==> src/design/dbbd_pkg.sv <==
// ----------------------------------------------------------------------------
// dbbd_pkg
// Shared types and constants for the dual-camera bilinear Bayer demosaic.
// ----------------------------------------------------------------------------
package dbbd_pkg;

  localparam int SAMPLE_W = 8;
  localparam int WORD_W   = 2 * SAMPLE_W;

  typedef logic [SAMPLE_W-1:0] sample_t;

  // Bayer site class, coded as {row_odd, column_odd}.
  typedef enum logic [1:0] {
    SITE_GREEN_RED  = 2'b00,
    SITE_RED        = 2'b01,
    SITE_BLUE       = 2'b10,
    SITE_GREEN_BLUE = 2'b11
  } site_t;

  // 3x3 window of one camera's samples.
  typedef struct packed {
    sample_t c;
    sample_t n;
    sample_t s;
    sample_t w;
    sample_t e;
    sample_t nw;
    sample_t ne;
    sample_t sw;
    sample_t se;
  } win_t;

  typedef struct packed {
    sample_t red;
    sample_t green;
    sample_t blue;
  } rgb_t;

  typedef struct packed {
    rgb_t left;
    rgb_t right;
  } pix_t;

  // Output stage occupancy.
  typedef struct packed {
    logic main_valid;
    logic skid_valid;
  } ostat_t;

endpackage

==> src/design/dbbd_lane.sv <==
// ----------------------------------------------------------------------------
// dbbd_lane
// Bilinear GRBG interpolation of one camera's 3x3 window.
// ----------------------------------------------------------------------------
module dbbd_lane
  import dbbd_pkg::*;
(
  input  win_t  win,
  input  site_t site,
  output rgb_t  rgb
);

  logic [SAMPLE_W:0]   vert_sum;
  logic [SAMPLE_W:0]   horiz_sum;
  logic [SAMPLE_W+1:0] cross_sum;
  logic [SAMPLE_W+1:0] diag_sum;
  sample_t vert;
  sample_t horiz;
  sample_t cross_avg;
  sample_t diag;

  assign vert_sum  = {1'b0, win.n} + {1'b0, win.s};
  assign horiz_sum = {1'b0, win.w} + {1'b0, win.e};
  assign cross_sum = {1'b0, vert_sum} + {1'b0, horiz_sum};
  assign diag_sum  = ({2'b00, win.nw} + {2'b00, win.ne})
                   + ({2'b00, win.sw} + {2'b00, win.se});

  assign vert      = vert_sum[SAMPLE_W:1];
  assign horiz     = horiz_sum[SAMPLE_W:1];
  assign cross_avg = cross_sum[SAMPLE_W+1:2];
  assign diag      = diag_sum[SAMPLE_W+1:2];

  always_comb begin
    case (site)
      SITE_GREEN_RED: begin
        rgb = '{red: horiz, green: win.c, blue: vert};
      end
      SITE_RED: begin
        rgb = '{red: win.c, green: cross_avg, blue: diag};
      end
      SITE_BLUE: begin
        rgb = '{red: diag, green: cross_avg, blue: win.c};
      end
      SITE_GREEN_BLUE: begin
        rgb = '{red: vert, green: win.c, blue: horiz};
      end
      default: begin
        rgb = '{red: vert, green: win.c, blue: horiz};
      end
    endcase
  end

endmodule

==> src/design/dbbd_out_stage.sv <==
// ----------------------------------------------------------------------------
// dbbd_out_stage
// Merges both lanes into one registered item, with a skid entry for stalls.
// ----------------------------------------------------------------------------
module dbbd_out_stage
  import dbbd_pkg::*;
(
  input  logic   clk,
  input  logic   rst_n,
  input  logic   in_valid,
  output logic   in_stall,
  input  rgb_t   left_rgb,
  input  rgb_t   right_rgb,
  output logic   out_valid,
  input  logic   out_stall,
  output pix_t   out_pix,
  output ostat_t stat
);

  logic main_valid_r, main_valid_nxt;
  logic skid_valid_r, skid_valid_nxt;
  pix_t main_r, main_nxt;
  pix_t skid_r, skid_nxt;
  pix_t merged;
  logic accept;

  assign merged   = '{left: left_rgb, right: right_rgb};
  assign in_stall = skid_valid_r;
  assign accept   = in_valid && !skid_valid_r;

  always_comb begin
    main_valid_nxt = main_valid_r;
    skid_valid_nxt = skid_valid_r;
    main_nxt       = main_r;
    skid_nxt       = skid_r;
    if (main_valid_r && out_stall) begin
      if (accept) begin
        skid_valid_nxt = 1'b1;
        skid_nxt       = merged;
      end
    end else if (skid_valid_r) begin
      main_valid_nxt = 1'b1;
      main_nxt       = skid_r;
      skid_valid_nxt = 1'b0;
    end else begin
      main_valid_nxt = accept;
      if (accept) begin
        main_nxt = merged;
      end
    end
  end

  always_ff @(posedge clk) begin
    if (!rst_n) begin
      main_valid_r <= 1'b0;
      skid_valid_r <= 1'b0;
    end else begin
      main_valid_r <= main_valid_nxt;
      skid_valid_r <= skid_valid_nxt;
    end
    main_r <= main_nxt;
    skid_r <= skid_nxt;
  end

  assign out_valid = main_valid_r;
  assign out_pix   = main_r;
  assign stat      = '{main_valid: main_valid_r, skid_valid: skid_valid_r};

endmodule

==> src/design/dual_bayer_bilinear_demosaic_top.sv <==
// ----------------------------------------------------------------------------
// dual_bayer_bilinear_demosaic_top
// Bilinear GRBG demosaic of a 3x3 window for two cameras packed per word.
// ----------------------------------------------------------------------------
// Usage:
//   Input channel (in_valid / in_stall): nine 16-bit raw words of a 3x3
//   window, low byte left camera, high byte right camera, plus the centre
//   pixel's column and row parity. An item is taken when in_valid is high
//   and in_stall is low.
//   Output channel (out_valid / out_stall): RGB for the left and right
//   cameras, one result item per input item, in order.
//   Accepted items are registered in the output entry, or the skid entry
//   in a stall. Throughput is one item per cycle unless the receiver
//   stalls; both combinational lanes feed the output register directly.
//   When the receiver stalls, one more item is held in a skid entry, after
//   which in_stall rises until the receiver takes the output item; the skid
//   item then moves up and in_stall falls in the next cycle.
//   Reset (rst_n low, synchronous) empties both output entries.
// ----------------------------------------------------------------------------
module dual_bayer_bilinear_demosaic_top
  import dbbd_pkg::*;
(
  input  logic              clk,
  input  logic              rst_n,
  input  logic              in_valid,
  output logic              in_stall,
  input  logic [WORD_W-1:0] in_centre_word,
  input  logic [WORD_W-1:0] in_north_word,
  input  logic [WORD_W-1:0] in_south_word,
  input  logic [WORD_W-1:0] in_west_word,
  input  logic [WORD_W-1:0] in_east_word,
  input  logic [WORD_W-1:0] in_northwest_word,
  input  logic [WORD_W-1:0] in_northeast_word,
  input  logic [WORD_W-1:0] in_southwest_word,
  input  logic [WORD_W-1:0] in_southeast_word,
  input  logic              in_column_odd,
  input  logic              in_row_odd,
  output logic              out_valid,
  input  logic              out_stall,
  output logic [7:0]        out_left_red,
  output logic [7:0]        out_left_green,
  output logic [7:0]        out_left_blue,
  output logic [7:0]        out_right_red,
  output logic [7:0]        out_right_green,
  output logic [7:0]        out_right_blue
);

  win_t   left_win;
  win_t   right_win;
  site_t  site;
  rgb_t   left_rgb;
  rgb_t   right_rgb;
  pix_t   out_pix;
  ostat_t stat;
  logic   in_accept;

  assign site = site_t'({in_row_odd, in_column_odd});

  assign left_win = '{
    c:  in_centre_word[SAMPLE_W-1:0],
    n:  in_north_word[SAMPLE_W-1:0],
    s:  in_south_word[SAMPLE_W-1:0],
    w:  in_west_word[SAMPLE_W-1:0],
    e:  in_east_word[SAMPLE_W-1:0],
    nw: in_northwest_word[SAMPLE_W-1:0],
    ne: in_northeast_word[SAMPLE_W-1:0],
    sw: in_southwest_word[SAMPLE_W-1:0],
    se: in_southeast_word[SAMPLE_W-1:0]
  };

  assign right_win = '{
    c:  in_centre_word[WORD_W-1:SAMPLE_W],
    n:  in_north_word[WORD_W-1:SAMPLE_W],
    s:  in_south_word[WORD_W-1:SAMPLE_W],
    w:  in_west_word[WORD_W-1:SAMPLE_W],
    e:  in_east_word[WORD_W-1:SAMPLE_W],
    nw: in_northwest_word[WORD_W-1:SAMPLE_W],
    ne: in_northeast_word[WORD_W-1:SAMPLE_W],
    sw: in_southwest_word[WORD_W-1:SAMPLE_W],
    se: in_southeast_word[WORD_W-1:SAMPLE_W]
  };

  dbbd_lane u_lane_left (
    .win  (left_win),
    .site (site),
    .rgb  (left_rgb)
  );

  dbbd_lane u_lane_right (
    .win  (right_win),
    .site (site),
    .rgb  (right_rgb)
  );

  dbbd_out_stage u_out_stage (
    .clk       (clk),
    .rst_n     (rst_n),
    .in_valid  (in_valid),
    .in_stall  (in_stall),
    .left_rgb  (left_rgb),
    .right_rgb (right_rgb),
    .out_valid (out_valid),
    .out_stall (out_stall),
    .out_pix   (out_pix),
    .stat      (stat)
  );

  assign out_left_red    = out_pix.left.red;
  assign out_left_green  = out_pix.left.green;
  assign out_left_blue   = out_pix.left.blue;
  assign out_right_red   = out_pix.right.red;
  assign out_right_green = out_pix.right.green;
  assign out_right_blue  = out_pix.right.blue;

  assign in_accept = in_valid && !in_stall;

`ifndef SYNTHESIS
  a_skid_needs_main: assert property (@(posedge clk) disable iff (!rst_n)
    stat.skid_valid |-> stat.main_valid)
    else $error("skid entry occupied while output entry empty");

  a_stalled_accept_to_skid: assert property (@(posedge clk) disable iff (!rst_n)
    (in_accept && out_valid && out_stall) |=> stat.skid_valid)
    else $error("item accepted during stall was not kept in skid entry");

  a_drain_empties: assert property (@(posedge clk) disable iff (!rst_n)
    (out_valid && !out_stall && !stat.skid_valid && !in_accept) |=> !out_valid)
    else $error("output valid without a pending item");

  a_accept_gives_valid: assert property (@(posedge clk) disable iff (!rst_n)
    in_accept |=> out_valid)
    else $error("accepted item did not reach the output");
`endif

endmodule
==> config.mk <==
export PLATFORM = sky130hd
export DESIGN_NAME = dual_bayer_bilinear_demosaic_top
export DESIGN_NICKNAME = d
export VERILOG_FILES = /design/src/design/dbbd_pkg.sv /design/src/design/dbbd_lane.sv /design/src/design/dbbd_out_stage.sv /design/src/design/dual_bayer_bilinear_demosaic_top.sv
export SDC_FILE = /design/constraint.sdc
export NUM_CORES = 1
export LEC_CHECK = 0
export ABC_AREA = 1
export BUFFER_PORTS_ARGS = -buffer_cell sky130_fd_sc_hd__buf_4
export CAP_MARGIN = 30
export CORE_MARGIN = 4
export CORE_UTILIZATION = 60
export CTS_BUF_LIST = sky130_fd_sc_hd__clkbuf_16
export DETAILED_ROUTE_END_ITERATION = 8
export PLACE_DENSITY = 0.95
export SLEW_MARGIN = 10
export SYNTH_ARGS = -nofsm -noshare
export SYNTH_HDL_FRONTEND = slang
export SYNTH_SLANG_ARGS = --single-unit
==> constraint.sdc <==
create_clock -name clk -period 6.45 [get_ports clk]
set_input_delay 0.3225 -clock clk [delete_from_list [all_inputs] [get_ports clk]]
set_output_delay 0.3225 -clock clk [all_outputs]
set_load 0.005 [all_outputs]
==> results of run 1 <==
==> flip-flops by register name, summed over array words and instances (netlist names) <==
register               flops
u_out_stage.out_pix       48
u_out_stage.out_valid      1
u_out_stage.skid_r        48
u_out_stage.in_stall       1
==> power breakdown <==
group / switching (W) / leakage, nW / internal [W] / total (W)
Sequential: 0.0000215 / 0.925 / 0.000817 / 0.000839
Clock: 0.000216 / 0.156 / 0.000335 / 0.000552
Combinational: 0.000702 / 4.07 / 0.000477 / 0.00118
Total: 0.000940 / 5.15 / 0.00163 / 0.00257
==> area by class of cell <==
cell class	count	area share, %
Multi-Input combinational cell	801	47.1
Sequential cell	98	28.3
Timing Repair Buffer	207	15.2
Inverter	117	4.25
Clock buffer	9	2.18
Tap cell	176	2.13
Clock inverter	7	0.824
==> placed cells by master (no fill, tap or decap), types with 2 or more instances in the layout <==
master	synthesis	routed
o21ai_0	17	17
a211oi_1	5	5
ha_1	96	96
a21boi_0	5	5
buf_4	0	204
nand2_1	368	368
nand3_2	2	2
a31oi_1	2	2
or2_2	8	8
nand3_1	57	57
a21o_1	4	4
xor2_1	35	35
o2111ai_1	17	17
clkinv_1	0	2
a22oi_1	3	3
clkbuf_16	0	9
dfxtp_1	2	2
a21oi_1	64	63
nor3_1	3	3
and2_1	2	2
edfxtp_1	96	96
a21oi_2	3	3
nand4_1	19	19
nor2_1	17	16
o21bai_1	11	11
bufinv_16	0	2
nor2_2	5	5
xnor2_1	20	20
nand3b_1	5	5
o21ai_1	2	2
nand2_2	11	11
fa_1	8	8
buf_8	0	2
inv_1	116	117
o211ai_1	6	6
==> metal layers <==
| layer | global-route usage, % | vias up |
|---|---|---|
| met2 | 49.2 | 413 |
| met1 | 37.4 | 3669 |
| met4 | 7.59 | 0 |
| li1 | - | 3881 |
| met5 | 0 | - |
| met3 | 6.10 | 51 |
==> how the worst min path moves through the flow <==
| stage | from | endpoint | slack, ps | cells after the start |
|---|---|---|---|---|
| after global routing | rst_n | u_out_stage.out_valid | 280 | 3 |
| after detailed placement | u_out_stage.skid_r[10] | u_out_stage.out_pix[10] | 500 | 2 |
| final | rst_n | u_out_stage.out_valid | 260 | 3 |
| after floorplan | rst_n | u_out_stage.out_valid | 450 | 2 |
| after global placement | u_out_stage.skid_r[27] | u_out_stage.out_pix[27] | 500 | 2 |
| after CTS | rst_n | u_out_stage.out_valid | 250 | 3 |
==> cell families after synthesis <==
family / after synthesis
buffers and inverters: 140
AOI/OAI and AO/OA: 143
and+or+nand+nor: 498
xor gates and xnor gates: 56
DFF: 98
adders and majority gates: 104
==> stage by stage <==
stage | setup WS [ps] | hold slack [ps] | utilization [%] | total power [W] | area (sq um)
floorplan | 2740 | 455 | - | 0.00161 | 8300
global placement | 3010 | 499 | 74.4 | 0.00194 | 9970
detailed placement | 2900 | 503 | 74.5 | 0.00199 | 9990
CTS | 3220 | 248 | 76.8 | 0.00255 | 10300
global route | 2890 | 284 | 77.0 | 0.00274 | 10300
finish | 3150 | 255 | 77.0 | 0.00257 | 10300
==> worst max-delay path: cells and delay by family <==
family	cells	cell delay [ps]
simple gates	9	850
xor+xnor	1	210
compound gates	5	860
fa+ha+maj	3	980
buf+inv	2	180
==> impl_metrics.csv, run 1 <==
group,metric,value,unit
die,die_y,126,um
synthesis,syn-instance-count,1039,
cts,hold_buffers,0,
critical_path,crit_top_cell,"nand2_1",
cts,cts_root_buf,"clkbuf_16",
detailed_routing,drt-met1-wl,9260,um
detailed_routing,postRouteAntennaNets,0,
die,initial_utilization,61.9,%
synthesis,yosysTopAreaCellShare,34.7,%
detailed_routing,top_layer_used,"met4",
worst_hold_path,hp-class,"in2reg",
synthesis,syn-num-nets,1293,
timing,slew_viol_final,0,
timing,post-route-min-period,3300,ps
layout,area_growth_syn_to_layout,24.4,%
layout,nFillCells,930,
cts,clk_pin_slew,60,ps
place,routabilityCongestion,0.977,
timing,finalCritPeriodShare,51.2,%
synthesis,synthAdderAreaFrac,16.4,%
synthesis,synth_xor_area_share,6.00,%
critical_path,cp-endpoint,"u_out_stage.out_pix[31]",
global_routing,grt_usage,28.8,%
place,placedCellCount,1397,
synthesis,async_flop_share,0,%
cts,cts_max_level,3,
cts,postCtsSetupRepairBufs,0,
place,dp.final_hpwl,18300,um
pwr,p_leak,5.15,nW
detailed_routing,dr_wl_met3,2210,um
layout,multi_input_area,4860,sq um
global_routing,antenna_found_initial,0,
layout,nets,1488,
critical_path,reg2reg_depth,5,
critical_path,critPathMaxFanout,4,
pwr,ir_worst_vdd,0.140,mV
detailed_routing,wl_met2,11100,um
layout,fin_cells,1415,
synthesis,ys_ff_latch,98,
run_status,status,"completed",
synthesis,synth.cell_area,8300,sq um
die,pin_count,200,
synthesis,ys_top_cells_by_count,"368 x nand2_1, 116 x inv_1, 96 x edfxtp_1, 96 x ha_1, 64 x a21oi_1",
synthesis,synthMuxAreaShare,0,%
pwr,p_per_area,249,nW/um^2
timing,tightest_slew,788,ps
die,core,13400,sq um
detailed_routing,post_drt_wl_per_cell,16.3,um
detailed_routing,drt_first_iter_violations,704,
layout,diodes,0,
cts,clockBufferDepth,2,
synthesis,synth_area_leaders,"edfxtp_1 35%, nand2_1 17%, ha_1 14%",
timing,max_slew_margin,47.4,%
critical_path,start_kind,"primary input",
timing,hold_viol,0,
synthesis,synth-warning-count,0,
die,die-area,15800,sq um
die,die_x,126,um
critical_path,arrival,3390,ps
die,num_rows,42,
detailed_routing,drt_first_pass_iters,6,
global_routing,grt_max_degree,50,
timing,finalSetupViolCount,0,
critical_path,cpPeakStageDelay,420,ps
global_routing,overflow,0,
critical_path,path_cells,"buf_4 -> ha_1 -> fa_1 -> nand3_1 -> nand2_1 -> nand2_1 -> nand2_1 -> a21oi_1 -> xor2_1 -> inv_1 -> ha_1 -> a21oi_1 -> o21a_1 -> nand2_1 -> nand2_1 -> nand2_1 -> a21oi_1 -> o211ai_1 -> nand2_1 -> nand2_1",
critical_path,crit_type,"in2reg",
detailed_routing,avgViaCountPerCell,5.66,
global_routing,grt_pass1_vias,7768,
layout,layout-drive-gt1-share,20.5,%
synthesis,synthSimpleGateAreaFrac,25.2,%
critical_path,rrSetupSlack,4620,ps
synthesis,seq_area_frac_synth,35.2,%
critical_path,critPathCaptureType,"register",
detailed_routing,dr_total_vias,8014,
global_routing,grt_pass1_wl,37400,um
critical_path,setup.worst_path.start,"in_northwest_word[0]",
critical_path,rr_endpoint,"u_out_stage.skid_r[4]",
critical_path,cp_slowest_cell,"fa_1",
critical_path,r2r_start,"u_out_stage.in_stall",
job,maxCapViolCount,0,
timing,fmax,0.303,GHz
layout,seqCellArea,2920,sq um
timing,rsz0062_at_grt,"no",
cts,ctsResizeCount,0,
timing,tns,0,ps
synthesis,yosysUniqueCellTypes,41,
timing,fin_worst_skew,5.85,ps
detailed_routing,drc_errors,0,
synthesis,synth_most_common_cell,"nand2_1",
synthesis,synth_flop_cell,"edfxtp_1",
synthesis,yosysTopAreaCell,"edfxtp_1",
place,numPortBuffers,199,
synthesis,synth_top_family_by_area,"simple AND/OR/NAND/NOR gates",
cts,cts_inserted_buffers,9,
critical_path,crit_required,6540,ps
synthesis,avgSynthCellArea,7.99,sq um
cts,clk_latency,340,ps
synthesis,synth_compound_area_share,10.7,%
synthesis,synth_edf_count,96,
cts,cts_sinks,98,
cts,cts_tree,"done",
detailed_routing,wirelength,23100,um
Note: power is estimated with default switching activity, not from simulation.
==> run 2: changes to the inputs <==
Settings changed: CORE_UTILIZATION 60 to 55, PLACE_DENSITY 0.95 to 0.92.
Clock period 6.45 ns to 3.5 ns, I/O delays scaled along.
==> run 2 against run 1 <==
  * Non-clock buffer count unchanged
  * Hold slack got worse by 160 ps
  * Setup slack got worse by 2600 ps
  * Critical path depth unchanged
  * Register-to-register slack got worse by 3100 ps
  * Utilization decreased by 6.3 points
  * Final cell count increased by 0.57%
  * Highest routed layer unchanged
==> impl_metrics.csv, run 2 (same netlist as run 1, synthesis figures left out) <==
group,metric,value,unit
die,num_rows,44,
pwr,p_leak,5.17,nW
layout,final_cell_mix,"368 x nand2_1, 207 x buf_4, 117 x inv_1, 96 x ha_1, 96 x edfxtp_1",
cts,cts_tree,"done",
layout,layout_commonest_cell,"nand2_1",
global_routing,antenna_found_initial,0,
pwr,power_frac_seq,31.9,%
cts,hold_buffers,0,
job,maxCapViolCount,0,
global_routing,grt_pass1_wl,35000,um
die,die_y,131,um
cts,cts_sinks,98,
cts,postCtsSetupRepairBufs,0,
detailed_routing,drt_first_pass_iters,5,
timing,slew_viol_final,0,
critical_path,crit_type,"in2reg",
place,routabilityCongestion,0.992,
timing,finalSetupViolCount,0,
cts,cts_root_buf,"clkbuf_16",
critical_path,start_kind,"primary input",
global_routing,grt_pass1_vias,7324,
pwr,power.total,0.00485,W
global_routing,grt_usage,25.8,%
detailed_routing,dr_total_vias,7890,
detailed_routing,postRouteAntennaNets,0,
layout,nFillCells,1123,
timing,rsz0062_at_grt,"no",
pwr,swShare,35.1,%
timing,finalCritPeriodShare,85.5,%
timing,fmax,0.334,GHz
die,core,14600,sq um
pwr,ir_worst_vdd,0.367,mV
cts,clk_latency,340,ps
cts,clockBufferDepth,2,
run_status,status,"completed",
pwr,p_int,0.00315,W
timing,fin_worst_skew,5.31,ps
layout,diodes,0,
layout,area_growth_syn_to_layout,24.9,%
timing,tns,0,ps
pwr,p_per_area,468,nW/um^2
pwr,clock_power_share,23.9,%
critical_path,rr_endpoint,"u_out_stage.out_pix[2]",
worst_hold_path,hold_start,"rst_n",
critical_path,critPathMaxFanout,4,
timing,post-route-min-period,2990,ps
die,initial_utilization,56.7,%
critical_path,crit_required,3590,ps
critical_path,arrival,3080,ps
critical_path,rrSetupSlack,1480,ps
cts,cts_inserted_buffers,9,
pwr,power_frac_comb,44.2,%
die,die-area,17100,sq um
critical_path,cp-endpoint,"u_out_stage.out_pix[30]",
worst_hold_path,hp-class,"in2reg",
detailed_routing,drc_errors,0,
layout,layout-drive-gt1-share,20.6,%
timing,hold_viol,0,
place,dp.final_hpwl,18100,um
detailed_routing,avgViaCountPerCell,5.54,
die,die_x,131,um
place,place_ws,197,ps
timing,max_slew_margin,47.6,%
critical_path,reg2reg_depth,4,
cts,cts_max_level,3,
place,numPortBuffers,199,
timing,timing.final.ws_setup,508,ps
global_routing,grt_max_degree,51,
detailed_routing,wirelength,22400,um
critical_path,r2r_start,"u_out_stage.in_stall",
critical_path,setup.worst_path.start,"in_southeast_word[0]",
layout,nets,1488,
timing,tightest_slew,785,ps
die,pin_count,200,
global_routing,overflow,0,
detailed_routing,post_drt_wl_per_cell,15.8,um
detailed_routing,drt_first_iter_violations,776,
critical_path,critPathCaptureType,"register",
cts,ctsResizeCount,0,
cts,clk_pin_slew,70,ps
pwr,p_sw,0.00170,W
-- run 2: cell count changes in the layout (fill, tap and decap cells not counted) --
cell	change
buf_8	-2
buf_4	+3
buf_6	-1
bufinv_16	+2
clkinv_4	-1
clkinv_1	-1
-- run 2: power by group through the flow --
stage / Combinational, W / Sequential, W / Clock (W)
5_1_grt: 0.00240 / 0.00156 / 0.00121
3_3_place_gp: 0.00201 / 0.00157 / 0
3_5_place_dp: 0.00208 / 0.00157 / 0
6_report: 0.00214 / 0.00155 / 0.00116
4_1_cts: 0.00211 / 0.00155 / 0.00116
2_1_floorplan: 0.00139 / 0.00157 / 0
-- run 2: through the flow --
stage	std cells	util, %	instance area, sq um	hold slack, ps
floorplan	1039	-	8300	307
global placement	1407	68.3	10000	427
detailed placement	1407	68.3	10000	449
CTS	1423	70.8	10400	92.2
global route	1423	70.8	10400	118
finish	1423	70.8	10400	94.8
-- run 2: worst min path at each step --
stage,end,slack (ps),cells past startpoint
2_1_floorplan,u_out_stage.out_valid,310,2
3_3_place_gp,u_out_stage.out_valid,430,3
3_5_place_dp,u_out_stage.out_valid,450,3
4_1_cts,u_out_stage.out_valid,90,3
5_1_grt,u_out_stage.out_valid,120,3
6_report,u_out_stage.out_valid,90,3
-- run 2: area by class of cell --
cell class / instances / area, sq um / area share, %
Tap cell: 184 / 230 / 2.22
Clock buffer: 9 / 225 / 2.17
Multi-Input combinational cell: 801 / 4860 / 46.9
Timing Repair Buffer: 207 / 1550 / 15.0
Clock inverter: 7 / 133 / 1.28
Sequential cell: 98 / 2920 / 28.2
Inverter: 117 / 439 / 4.24
-- run 2: per-layer routing --
layer	up-vias	wire, um	GRT usage [%]
li1	3885	-	-
met3	42	2120	4.47
met2	379	10500	42.3
met4	0	459	7.20
met5	-	0	0
met1	3584	9310	35.4
-- run 2: critical path, cell delays in order --
cell and delay, ps:
buf_4 90, ha_1 150, inv_1 60, fa_1 410
o21ai_0 290, a21oi_1 100, o21ai_0 260, xnor2_1 150
inv_1 60, ha_1 310, a21oi_1 140, o21a_1 130
nand2_1 80, nand2_1 100, nand2_1 90, xor2_1 170
nand2_1 60, nand4_1 110, nand2_1 90, nand2_1 70
==> run 3: changes to the inputs <==
Settings changed: PLACE_DENSITY 0.92 to 0.79.
==> run 3 against run 2 <==
  * Clock skew fell by 0.80 ps
  * Sequential share of layout area barely moved
  * Combinational power barely moved
  * Non-clock buffer count rose by 2
  * Maximum frequency fell by 1.4%
  * Final cell count rose by 0.14%
  * Count of clock-buffer cells in the layout did not move
  * Utilization rose by 0.10 points
  * Largest cell class unchanged
==> impl_metrics.csv, run 3 (same netlist as run 1, synthesis figures left out) <==
group,metric,value,unit
critical_path,crit_type,"in2reg",
die,die_x,131,um
job,maxCapViolCount,0,
pwr,power.total,0.00483,W
layout,multi_input_area,4860,sq um
global_routing,grt_usage,25.5,%
global_routing,antenna_found_initial,0,
critical_path,crit_required,3590,ps
place,routabilityCongestion,0.941,
layout,diodes,0,
cts,cts_tree,"done",
pwr,power_frac_seq,31.9,%
pwr,swShare,34.8,%
pwr,p_per_area,465,nW/um^2
detailed_routing,dr_total_vias,7661,
pwr,p_leak,5.18,nW
cts,cts_inserted_buffers,9,
timing,fmax,0.330,GHz
layout,fin_cells,1425,
detailed_routing,post_drt_wl_per_cell,15.1,um
critical_path,critPathCaptureType,"register",
timing,post-route-min-period,3030,ps
run_status,status,"completed",
cts,cts_max_level,3,
die,initial_utilization,56.7,%
critical_path,reg2reg_depth,4,
layout,stdcell_area,10400,sq um
place,numPortBuffers,199,
detailed_routing,drc_errors,0,
timing,finalSetupViolCount,0,
cts,ctsResizeCount,0,
layout,nets,1490,
cts,cts_sinks,98,
global_routing,grt_pass1_wl,34700,um
timing,tns,0,ps
cts,postCtsSetupRepairBufs,0,
critical_path,cp-endpoint,"u_out_stage.out_pix[31]",
layout,area_growth_syn_to_layout,25.1,%
layout,final_cell_mix,"368 x nand2_1, 209 x buf_4, 117 x inv_1, 96 x ha_1, 96 x edfxtp_1",
critical_path,cp_slowest_cell,"fa_1",
worst_hold_path,hold_start,"rst_n",
place,placedCellCount,1409,
global_routing,grt_max_degree,51,
timing,rsz0062_at_grt,"no",
detailed_routing,wirelength,21500,um
critical_path,critPathMaxFanout,4,
timing,finalCritPeriodShare,86.7,%
detailed_routing,drt_first_pass_iters,5,
pwr,p_int,0.00315,W
layout,nFillCells,1199,
critical_path,path_cells,"buf_4 -> ha_1 -> inv_1 -> fa_1 -> o21ai_0 -> a21oi_1 -> o21ai_0 -> xnor2_1 -> inv_1 -> ha_1 -> a21oi_1 -> o21a_1 -> nand2_1 -> nand2_1 -> nand2_1 -> a21oi_1 -> o211ai_1 -> nand2_1 -> nand2_1",
critical_path,rrSetupSlack,1490,ps
critical_path,cpPeakStageDelay,400,ps
die,die-area,17100,sq um
die,pin_count,200,
timing,max_slew_margin,49.1,%
timing,fin_worst_skew,4.51,ps
cts,clk_pin_slew,60,ps
layout,seqCellArea,2920,sq um
global_routing,grt_pass1_vias,7064,
cts,clockBufferDepth,2,
detailed_routing,avgViaCountPerCell,5.38,
layout,layout_commonest_cell,"nand2_1",
pwr,clock_power_share,24.0,%
worst_hold_path,hp-class,"in2reg",
cts,clk_latency,340,ps
critical_path,start_kind,"primary input",
detailed_routing,drt_first_iter_violations,655,
critical_path,arrival,3120,ps
die,core,14600,sq um
pwr,p_sw,0.00168,W
cts,cts_root_buf,"clkbuf_16",
critical_path,crit_top_cell,"nand2_1",
place,dp.final_hpwl,17500,um
worst_hold_path,whs_path_depth,3,
timing,slew_viol_final,0,
global_routing,overflow,0,
timing,hold_viol,0,
cts,hold_buffers,0,
detailed_routing,postRouteAntennaNets,0,
layout,layout-drive-gt1-share,20.7,%
pwr,power_frac_comb,44.0,%
critical_path,rr_endpoint,"u_out_stage.out_pix[4]",
die,die_y,131,um
layout,final_util,70.9,%
pwr,ir_worst_vdd,0.272,mV
critical_path,setup.worst_path.start,"in_southwest_word[0]",
critical_path,r2r_start,"u_out_stage.in_stall",
place,place_area,10000,sq um
die,num_rows,44,
timing,tightest_slew,763,ps
[run 3: routing by layer]
metal / vias up / track usage (%) / routed length [um]
met2: 302 / 38.2 / 9370
met1: 3439 / 37.4 / 9890
met3: 36 / 5.24 / 1880
met5: - / 0 / 0
li1: 3884 / - / -
met4: 0 / 7.32 / 401
[run 3: per-stage QoR]
stage | worst slack (ps) | hold slack [ps]
after detailed placement | 162 | 436
final | 466 | 86.2
after global placement | 242 | 432
after global routing | 169 | 99.8
after floorplan | 167 | 307
after CTS | 481 | 76.1
[run 3: final cells by class]
| type | count | area share, % |
|---|---|---|
| sequential | 98 | 28.2 |
| clock inverter | 7 | 1.28 |
| clock buffer | 9 | 2.17 |
| timing repair buffer | 209 | 15.1 |
| multi-input combinational | 801 | 46.8 |
| tap | 184 | 2.22 |
| inverter | 117 | 4.23 |
[run 3: power groups by stage]
stage | Sequential [W] | Combinational (W) | Clock, W
final | 0.00154 | 0.00212 | 0.00116
after CTS | 0.00154 | 0.00211 | 0.00117
after floorplan | 0.00157 | 0.00139 | 0
after detailed placement | 0.00157 | 0.00209 | 0
after global placement | 0.00156 | 0.00204 | 0
after global routing | 0.00155 | 0.00241 | 0.00122
[run 3: worst min path at each step]
stage	to	slack, ps
floorplan	u_out_stage.out_valid	310
global placement	u_out_stage.out_valid	430
detailed placement	u_out_stage.out_valid	440
CTS	u_out_stage.out_valid	80
global route	u_out_stage.out_valid	100
finish	u_out_stage.out_valid	90
[run 3: critical path, delay by kind of cell]
kind | cells | cell delay, ps
AOI/OAI and AO/OA | 7 | 1290
xor gates and xnor gates | 1 | 160
and+or+nand+nor | 5 | 450
buffers and inverters | 3 | 190
adders and majority gates | 3 | 860
